`src/rtl/core/sirs_pkg.sv`:
```
`timescale 1ns / 1ps
package sirs_pkg;
    localparam int MAX_SYMBOLS = 64;
    localparam int NUMBER_WIDTH = 32;
    localparam int IDX_W = 6;
    localparam int LEN_W = 7;
    localparam int CNT_W = 6;
    localparam int CODE_W = 8;
    localparam logic [CODE_W-1:0] SYM_PLUS = 8'h2B;
    localparam logic [CODE_W-1:0] SYM_MINUS = 8'h2D;
    localparam logic OP_LOAD = 1'b0;
    localparam logic OP_CONVERT = 1'b1;
    typedef logic [CODE_W-1:0] code_t;
endpackage

```
`src/rtl/core/signed_integer_to_radix_symbols.sv`:
```
`timescale 1ns / 1ps
// Command-style converter, no output backpressure: each word sits on char_code/last
// for one cycle with valid high and the receiver cannot stall it. A load writes the
// table and busy stays low. A convert with a length outside 2..64 is dropped in
// its accept cycle. Otherwise it first scans the alphabet for plus/minus and
// duplicate symbols, one registered table read per check over all pairs, then
// divides by restoring long division, one quotient bit per cycle, and pushes each
// digit into the stack memory, then emits the optional '-' and each digit through
// the table memory. busy stays high until the last digit is emitted, or until
// the scan rejects the alphabet; invalid alphabets give no words.
module signed_integer_to_radix_symbols
(
    input  logic                         clk,
    input  logic                         rst_n,
    input  logic                         start,
    output logic                         busy,
    input  logic                         cfg_we,
    input  logic [sirs_pkg::LEN_W-1:0]   cfg_wdata,
    input  logic                         opcode,
    input  logic signed [31:0]           number,
    input  logic [sirs_pkg::IDX_W-1:0]   symbol_index,
    input  logic [7:0]                   symbol_code,
    output logic                         valid,
    output logic [7:0]                   char_code,
    output logic                         last
);
    import sirs_pkg::*;

    localparam logic [3:0] S_IDLE  = 4'd0;
    localparam logic [3:0] S_CHKA  = 4'd1;
    localparam logic [3:0] S_CHKAW = 4'd2;
    localparam logic [3:0] S_CHKB  = 4'd3;
    localparam logic [3:0] S_CHKBW = 4'd4;
    localparam logic [3:0] S_DIV   = 4'd5;
    localparam logic [3:0] S_PUSH  = 4'd6;
    localparam logic [3:0] S_SIGN  = 4'd7;
    localparam logic [3:0] S_POP   = 4'd8;
    localparam logic [3:0] S_POPW  = 4'd9;
    localparam logic [3:0] S_EMIT  = 4'd10;

    code_t             alpha_mem [MAX_SYMBOLS];
    logic [IDX_W-1:0]  stack_mem [NUMBER_WIDTH];

    logic [3:0]              state_reg;
    logic [LEN_W-1:0]        len_reg;
    logic [IDX_W-1:0]        i_reg, j_reg;
    code_t                   a_reg;
    logic [NUMBER_WIDTH-1:0] q_reg;
    logic [LEN_W-1:0]        rem_reg;
    logic [5:0]              bit_reg;
    logic [CNT_W-1:0]        depth_reg;
    logic                    neg_reg;
    logic [IDX_W-1:0]        ar_addr;
    code_t                   ar_data;
    logic [IDX_W-1:0]        st_rd;
    logic [LEN_W:0]          trial;
    logic                    trial_ge;

    assign busy = (state_reg != S_IDLE);
    assign trial = {rem_reg, q_reg[NUMBER_WIDTH-1]};
    assign trial_ge = (trial >= {1'b0, len_reg});

    always_comb
    begin
        ar_addr = i_reg;
        case (state_reg)
            S_CHKB:  ar_addr = j_reg;
            S_POPW:  ar_addr = st_rd;
            default: ar_addr = i_reg;
        endcase
    end

    always_ff @(posedge clk)
    begin
        if (start && !busy && opcode == OP_LOAD)
            alpha_mem[symbol_index] <= symbol_code;
        ar_data <= alpha_mem[ar_addr];
        if (state_reg == S_PUSH)
            stack_mem[depth_reg[4:0]] <= rem_reg[IDX_W-1:0];
        st_rd <= stack_mem[depth_reg[4:0] - 5'd1];
    end

    always_ff @(posedge clk or negedge rst_n)
    begin
        if (!rst_n)
        begin
            state_reg <= S_IDLE;
            len_reg   <= '0;
            valid     <= 1'b0;
            char_code <= '0;
            last      <= 1'b0;
            i_reg <= '0; j_reg <= '0; a_reg <= '0; q_reg <= '0; rem_reg <= '0;
            bit_reg <= '0; depth_reg <= '0; neg_reg <= 1'b0;
        end
        else
        begin
            valid <= 1'b0;
            if (cfg_we)
                len_reg <= cfg_wdata;
            case (state_reg)
                S_IDLE:
                begin
                    if (start && opcode == OP_CONVERT)
                    begin
                        neg_reg <= number[31];
                        q_reg <= number[31] ? 32'(-number) : number;
                        i_reg <= '0;
                        depth_reg <= '0;
                        if (len_reg >= 7'd2 && len_reg <= 7'(MAX_SYMBOLS))
                            state_reg <= S_CHKA;
                    end
                end
                S_CHKA:  state_reg <= S_CHKAW;
                S_CHKAW:
                begin
                    a_reg <= ar_data;
                    j_reg <= i_reg + 6'd1;
                    if (ar_data == SYM_PLUS || ar_data == SYM_MINUS)
                        state_reg <= S_IDLE;
                    else if (7'(i_reg) + 7'd1 >= len_reg)
                    begin
                        rem_reg <= '0;
                        bit_reg <= '0;
                        state_reg <= S_DIV;
                    end
                    else
                        state_reg <= S_CHKB;
                end
                S_CHKB:  state_reg <= S_CHKBW;
                S_CHKBW:
                begin
                    if (ar_data == a_reg)
                        state_reg <= S_IDLE;
                    else if (7'(j_reg) + 7'd1 >= len_reg)
                    begin
                        i_reg <= i_reg + 6'd1;
                        state_reg <= S_CHKA;
                    end
                    else
                    begin
                        j_reg <= j_reg + 6'd1;
                        state_reg <= S_CHKB;
                    end
                end
                S_DIV:
                begin
                    // restoring division, one quotient bit per cycle
                    rem_reg <= trial_ge ? LEN_W'(trial - {1'b0, len_reg})
                                        : LEN_W'(trial);
                    q_reg <= {q_reg[NUMBER_WIDTH-2:0], trial_ge};
                    bit_reg <= bit_reg + 6'd1;
                    if (bit_reg == 6'(NUMBER_WIDTH - 1))
                        state_reg <= S_PUSH;
                end
                S_PUSH:
                begin
                    depth_reg <= depth_reg + 6'd1;
                    rem_reg <= '0;
                    bit_reg <= '0;
                    if (q_reg != '0)
                        state_reg <= S_DIV;
                    else
                        state_reg <= S_SIGN;
                end
                S_SIGN:
                begin
                    if (neg_reg)
                    begin
                        valid <= 1'b1;
                        char_code <= SYM_MINUS;
                        last <= 1'b0;
                    end
                    state_reg <= S_POP;
                end
                S_POP:  state_reg <= S_POPW;
                S_POPW: state_reg <= S_EMIT;
                S_EMIT:
                begin
                    valid <= 1'b1;
                    char_code <= ar_data;
                    last <= (depth_reg == 6'd1);
                    depth_reg <= depth_reg - 6'd1;
                    state_reg <= (depth_reg == 6'd1) ? S_IDLE : S_POP;
                end
                default: state_reg <= S_IDLE;
            endcase
        end
    end
endmodule
```
`config.mk`:
```
export PLATFORM = sky130hd
export DESIGN_NAME = signed_integer_to_radix_symbols
export DESIGN_NICKNAME = d
export VERILOG_FILES = /design/src/rtl/core/sirs_pkg.sv /design/src/rtl/core/signed_integer_to_radix_symbols.sv
export SDC_FILE = /design/constraint.sdc
export NUM_CORES = 1
export LEC_CHECK = 0
export BUFFER_PORTS_ARGS = -buffer_cell sky130_fd_sc_hd__buf_4
export CORE_MARGIN = 1
export CORE_UTILIZATION = 60
export DETAILED_ROUTE_END_ITERATION = 16
export GPL_ROUTABILITY_DRIVEN = 0
export GPL_TIMING_DRIVEN = 0
export PLACE_DENSITY_LB_ADDON = 0.05
export SLEW_MARGIN = 0
export SYNTH_ARGS = -nofsm -noshare
export SYNTH_HDL_FRONTEND = slang
export SYNTH_SLANG_ARGS = --single-unit
export TNS_END_PERCENT = 10
```
`constraint.sdc`:
```
create_clock -name clk -period 4.43 [get_ports clk]
set_input_delay 0.443 -clock clk [delete_from_list [all_inputs] [get_ports clk]]
set_output_delay 0.443 -clock clk [all_outputs]
set_load 0.01 [all_outputs]
```
Yosys cells after proc, flatten, opt, wreduce, memory -nomap -nowiden
Memory sizes are Yosys's and may differ from the RTL's. A register that Yosys moved wholly into a read port is not among the register bits.
Index checks and enable logic that the tools add are counted.

storage, ports and cells
  flip-flop bits (word level) = 93
  RAM bits = 704
  bits of input ports = 58
  output and inout port bits = 11
  logic and storage cells = 117
  memories kept = 2

operators by class
  add/sub/neg operators = 10
  $lt $le $gt $ge = 5
  eq/ne operators = 24
  muxes and demuxes = 39
  bitwise operators = 1
  reductions and logical operators = 23

memory list
  memory     depth  width  read ports  clocked after Yosys merged registers in  wr ports  RTL line                               source
  alpha_mem  64     8      1           1                                        1         signed_integer_to_radix_symbols.sv:41  code_t alpha_mem [MAX_SYMBOLS];
  stack_mem  32     6      1           1                                        1         signed_integer_to_radix_symbols.sv:42  logic [IDX_W-1:0] stack_mem [NUMBER_WIDTH];

operator list
  kind                 count
  $mux 32              2
  $pmux 32 s2          1
  $pmux 4 s11          1
  $mux 6               7
  $pmux 6 s2           3
  $pmux 6 s3           2
  $neg 32->32          1
  $reduce_bool 32->1   1
  $add 6x1->6 const B  4
  $mux 7               3
  $pmux 7 s3           1
  $ne 2x2->1 const B   9
  $eq 4x3->1 const B   4
  $eq 8x6->1 const B   2
  $mux 4               4
  $pmux 8 s2           1
  $add 6x1->7 const B  2
  $ge 7x7->1           2
  $eq 4x4->1 const B   3
  $reduce_and 3->1     3
  $eq 4x2->1 const B   2
  $eq 8x8->1           1
  $ge 8x7->1           1
  $mux 8               1
  22 further kinds     41

Logic depth before layout (Yosys ltp)
  word-level depth = 6
  mapped depth = 13
  gate-level depth less buffers = 11

Worst setup path after synthesis
No wires, ideal clock.

  kind = flip-flop to flip-flop
  start = register depth_reg[0]
  end = register st_rd[0] (read register of stack_mem)
  setup time = 0.121 ns
  data arrival time = 3.246 ns
  data required time = 4.309 ns
  path slack = 1.063 ns
  stages on the path, launching flop included = 9
  path buffers = 3
  cells stage by stage = dfrtp_1 -> clkbuf_1 -> buf_1 -> inv_1 -> ha_1 -> xnor2_1 -> clkbuf_1 -> mux4_2 -> mux2_2

on the way
  longest elaborated chain between the ends = 1

ends and longest elaborated chain
  item                      RTL line                                source
  start: declaration        signed_integer_to_radix_symbols.sv:51   logic [CNT_W-1:0] depth_reg;
  start signal: assignment  signed_integer_to_radix_symbols.sv:157  depth_reg <= depth_reg + 6'd1;
  start signal: assignment  signed_integer_to_radix_symbols.sv:182  depth_reg <= depth_reg - 6'd1;
  $sub 5x1->5               signed_integer_to_radix_symbols.sv:80   st_rd <= stack_mem[depth_reg[4:0] - 5'd1];
  end: declaration          signed_integer_to_radix_symbols.sv:55   logic [IDX_W-1:0] st_rd;

No other way between the ends.
A chain may end at the register's enable or synchronous reset.

Worst setup path after layout
  start = register state_reg[3]
  end = memory alpha_mem[62][0] (netlist name) (enable)

on the way
  longest elaborated chain between the ends = 6

ends and longest elaborated chain
  item                            RTL line                                source
  start: declaration              signed_integer_to_radix_symbols.sv:44   logic [3:0] state_reg;
  start signal: assignment        signed_integer_to_radix_symbols.sv:183  state_reg <= (depth_reg == 6'd1) ? S_IDLE : S_POP;
  $reduce_bool 4->1               signed_integer_to_radix_symbols.sv:59   assign busy = (state_reg != S_IDLE);
  $logic_not 1->1                 signed_integer_to_radix_symbols.sv:75   if (start && !busy && opcode == OP_LOAD)
  $logic_and 1x1->1 (2 in a row)  signed_integer_to_radix_symbols.sv:75
  $mux 1                          signed_integer_to_radix_symbols.sv:75
  $mux 1 (not written as such)    signed_integer_to_radix_symbols.sv:76   alpha_mem[symbol_index] <= symbol_code;
  end: declaration                signed_integer_to_radix_symbols.sv:41

No other way between the ends.

==> flow_metrics.py <==
metrics = {
    "logic_synthesis": {
        "synth_edf_count": 704,
        "synth_cells": 2496,
        "ys_types": 65,
        "synth_area_leaders": "edfxtp_1 63%, dfrtp_1 6.9%, nand2_1 5.7%",
        "async_reset_ff_share_pct": 11.5,
        "yosysWarnings": 0,
        "synth_area_um2": 33700,
        "synth_top_cell_by_area": "edfxtp_1",
        "syn_nets": 2585,
        "yosysTopAreaCellShare_pct": 62.7,
        "avgSynthCellArea_um2": 13.5,
        "seq_area_frac_synth_pct": 70.5,
        "synth-main-ff-cell": "edfxtp_1",
        "ys_ff_latch": 811,
    },
    "grt": {
        "grt_pass1_vias": 21200,
        "use_met2_pct": 48.8,
        "overflow": 0,
        "antenna_found_initial": 2,
        "busiest_layer": "met2",
        "grt_pass1_wl_um": 127000,
        "use_met1_pct": 40.6,
        "met3_usage_pct": 5.02,
        "grt_max_degree": 94,
        "grtUsageTotal_pct": 30.0,
    },
    "placed_design": {
        "portBuffers": 65,
        "pre_cts_ws_ns": -0.192,
        "hpwl_um": 54900,
    },
    "critical_path": {
        "critPathKind": "reg2reg",
        "end_kind": "register",
        "rr_endpoint": "alpha_mem[62][0]",
        "path_max_fanout": 10,
        "crit_required_ns": 4.68,
        "rr_worst_depth": 6,
        "r2r_start": "state_reg[3]",
        "crit_path_max_incr_delay_ns": 0.81,
        "crit_path_end": "alpha_mem[62][0]",
        "r2r_slack_ns": 0.08,
        "crit_arrival_ns": 4.60,
        "worstSetupStartpoint": "state_reg[3]",
        "startpoint_type": "register",
        "critPathSlowestCell": "nor3_1",
        "path_cells": "buf_2 > nor4_1 > nand2_1 > nor3_1 > nand3_1 > nor2_1",
    },
    "die": {
        "dieArea_um2": 57100,
        "start_util_pct": 60.9,
        "fp.dieH_um": 239,
        "pin_count": 69,
        "row_count": 86,
        "dieWidth_um": 239,
        "core_um2": 55300,
    },
    "finish": {
        "largest_register_ffs": 512,
        "nets": 2733,
        "final_core_util_pct": 68.1,
        "layout_common_cells": "704 x edfxtp_1, 516 x nand2_1, 214 x nand3_1, 132 x nor2_1, 122 x clkbuf_1",
        "layout_commonest_cell": "edfxtp_1",
        "area_delta_synth_final_pct": 11.7,
        "drive_gt1_share_pct": 11.0,
    },
    "cts": {
        "cts_made_buffers": 81,
        "root_buffer": "clkbuf_16",
        "clk_latency_ns": 0.62,
        "cts_tree": "done",
        "cts.sinks": 811,
        "path_clk_slew_ns": 0.06,
        "htreeDepth": 3,
        "clock_path_buffers": 3,
    },
    "pwr": {
        "worst_ir_drop_vdd_v": 0.000444,
        "leakage_nw": 13.0,
        "powerDensity_nw_per_um2": 640,
    },
    "drt": {
        "drc": 0,
        "drtAntennaViolNets": 0,
        "drt_iter0_drc": 2094,
        "via_per_inst": 6.16,
        "drtPass1Iterations": 6,
        "vias": 21300,
        "wirelength_um": 82900,
        "wl_per_cell_um": 24.0,
    },
    "run_status": {
        "status": "complete, no violations",
    },
    "timing": {
        "fin_skew_ns": 0.0212,
        "fin_setup_tns_ns": 0,
        "fin_crit_sh_pct": 98.2,
        "max_clock_freq_ghz": 0.230,
        "relSlewSlack_pct": 15.1,
        "holdWs_ns": 0.0385,
        "setup_viol": 0,
        "fin_crit_ns": 4.35,
        "worst_slack_ns": 0.0790,
        "hold_viol_final": 0,
        "slew_violations": 0,
        "rsz0062_at_grt": "yes",
        "worst_slew_pin_slew_ns": 1.27,
    },
    "run": {
        "cap_violations": 0,
    },
    "worst_hold_path": {
        "min_path_type": "in2reg",
    },
}
## timing repair
action,CTS,global route
endpoints found under the setup margin,7,144
buffers inserted,0,0
resized for setup,4,19
hold buffers,0,0
## routing by layer
metal	vias up	routed length, µm
met5	-	0
li1	9635	-
met1	10500	33000
met4	0	3240
met3	186	6080
met2	912	40600
## worst max-delay path, delay by kind of cell, from the launching register on
family,cells,cell delay (ns)
AND/OR/NAND/NOR,5,3.34
flip-flops,1,0.43
buffers and inverters,1,0.21
## synthesized netlist by cell type, drive strengths merged, types with 13 or more instances
| library cell | number |
|---|---|
| xor2 | 45 |
| nor4 | 14 |
| ha | 30 |
| nand4 | 36 |
| or4 | 14 |
| clkbuf | 109 |
| nand2 | 516 |
| a32oi | 33 |
| o31ai | 13 |
| nor3 | 44 |
| a31oi | 35 |
| dfrtp | 93 |
| dfxtp | 14 |
| edfxtp | 704 |
| a22oi | 30 |
| buf | 31 |
| mux2i | 39 |
| inv | 24 |
| a21oi | 26 |
| mux2 | 15 |
| nor2 | 135 |
| mux4 | 60 |
| nand2b | 14 |
| o21ai | 80 |
| nand3 | 214 |
## through the flow
| step | cells | power, mW | area (µm²) |
|---|---|---|---|
| 2_1_floorplan | 2496 | 14.7 | 33700 |
| 3_3_place_gp | 3309 | 17.5 | 35100 |
| 3_5_place_dp | 3309 | 17.7 | 35100 |
| 4_1_cts | 3451 | 24.1 | 37600 |
| 5_1_grt | 3451 | 25.2 | 37600 |
| 6_report | 3453 | 24.1 | 37600 |
## power by group
part	switching [mW]	leakage [nW]	internal (mW)
clock network	2.79	1.21	3.61
registers	0.553	7.60	8.91
logic	5.31	4.18	2.89
## layout make-up
cell class	instances	area, µm²
Clock buffer	105	2200
Timing Repair Buffer	65	488
Multi-Input combinational cell	1521	9360
Buffer	140	556
Tap cell	748	936
Fill cell	3994	17700
Inverter	24	90.1
Antenna cell	2	5.00
Clock inverter	37	254
Sequential cell	811	23700
## how the worst min path moves through the flow
stage / to / from / cells past startpoint / slack [ns]
2_1_floorplan: a_reg[0] / rst_n / 0 / 0.15
3_3_place_gp: bit_reg[5] / bit_reg[5] / 1 / 0.45
3_5_place_dp: bit_reg[5] / bit_reg[5] / 1 / 0.47
4_1_cts: len_reg[5] / cfg_wdata[5] / 3 / 0.01
5_1_grt: len_reg[5] / cfg_wdata[5] / 3 / 0.04
6_report: len_reg[5] / cfg_wdata[5] / 3 / 0.04
## logic make-up after synthesis
group           after synthesis  share of synthesized area [%]
flops                       811                           70.5
compound gates              283                           5.68
xor+xnor                     53                           1.38
buf+inv                     164                           1.88
simple gates               1040                           13.7
mux                         114                           5.67
fa+ha+maj                    31                           1.17
Note: power is estimated with default switching activity, not from simulation.
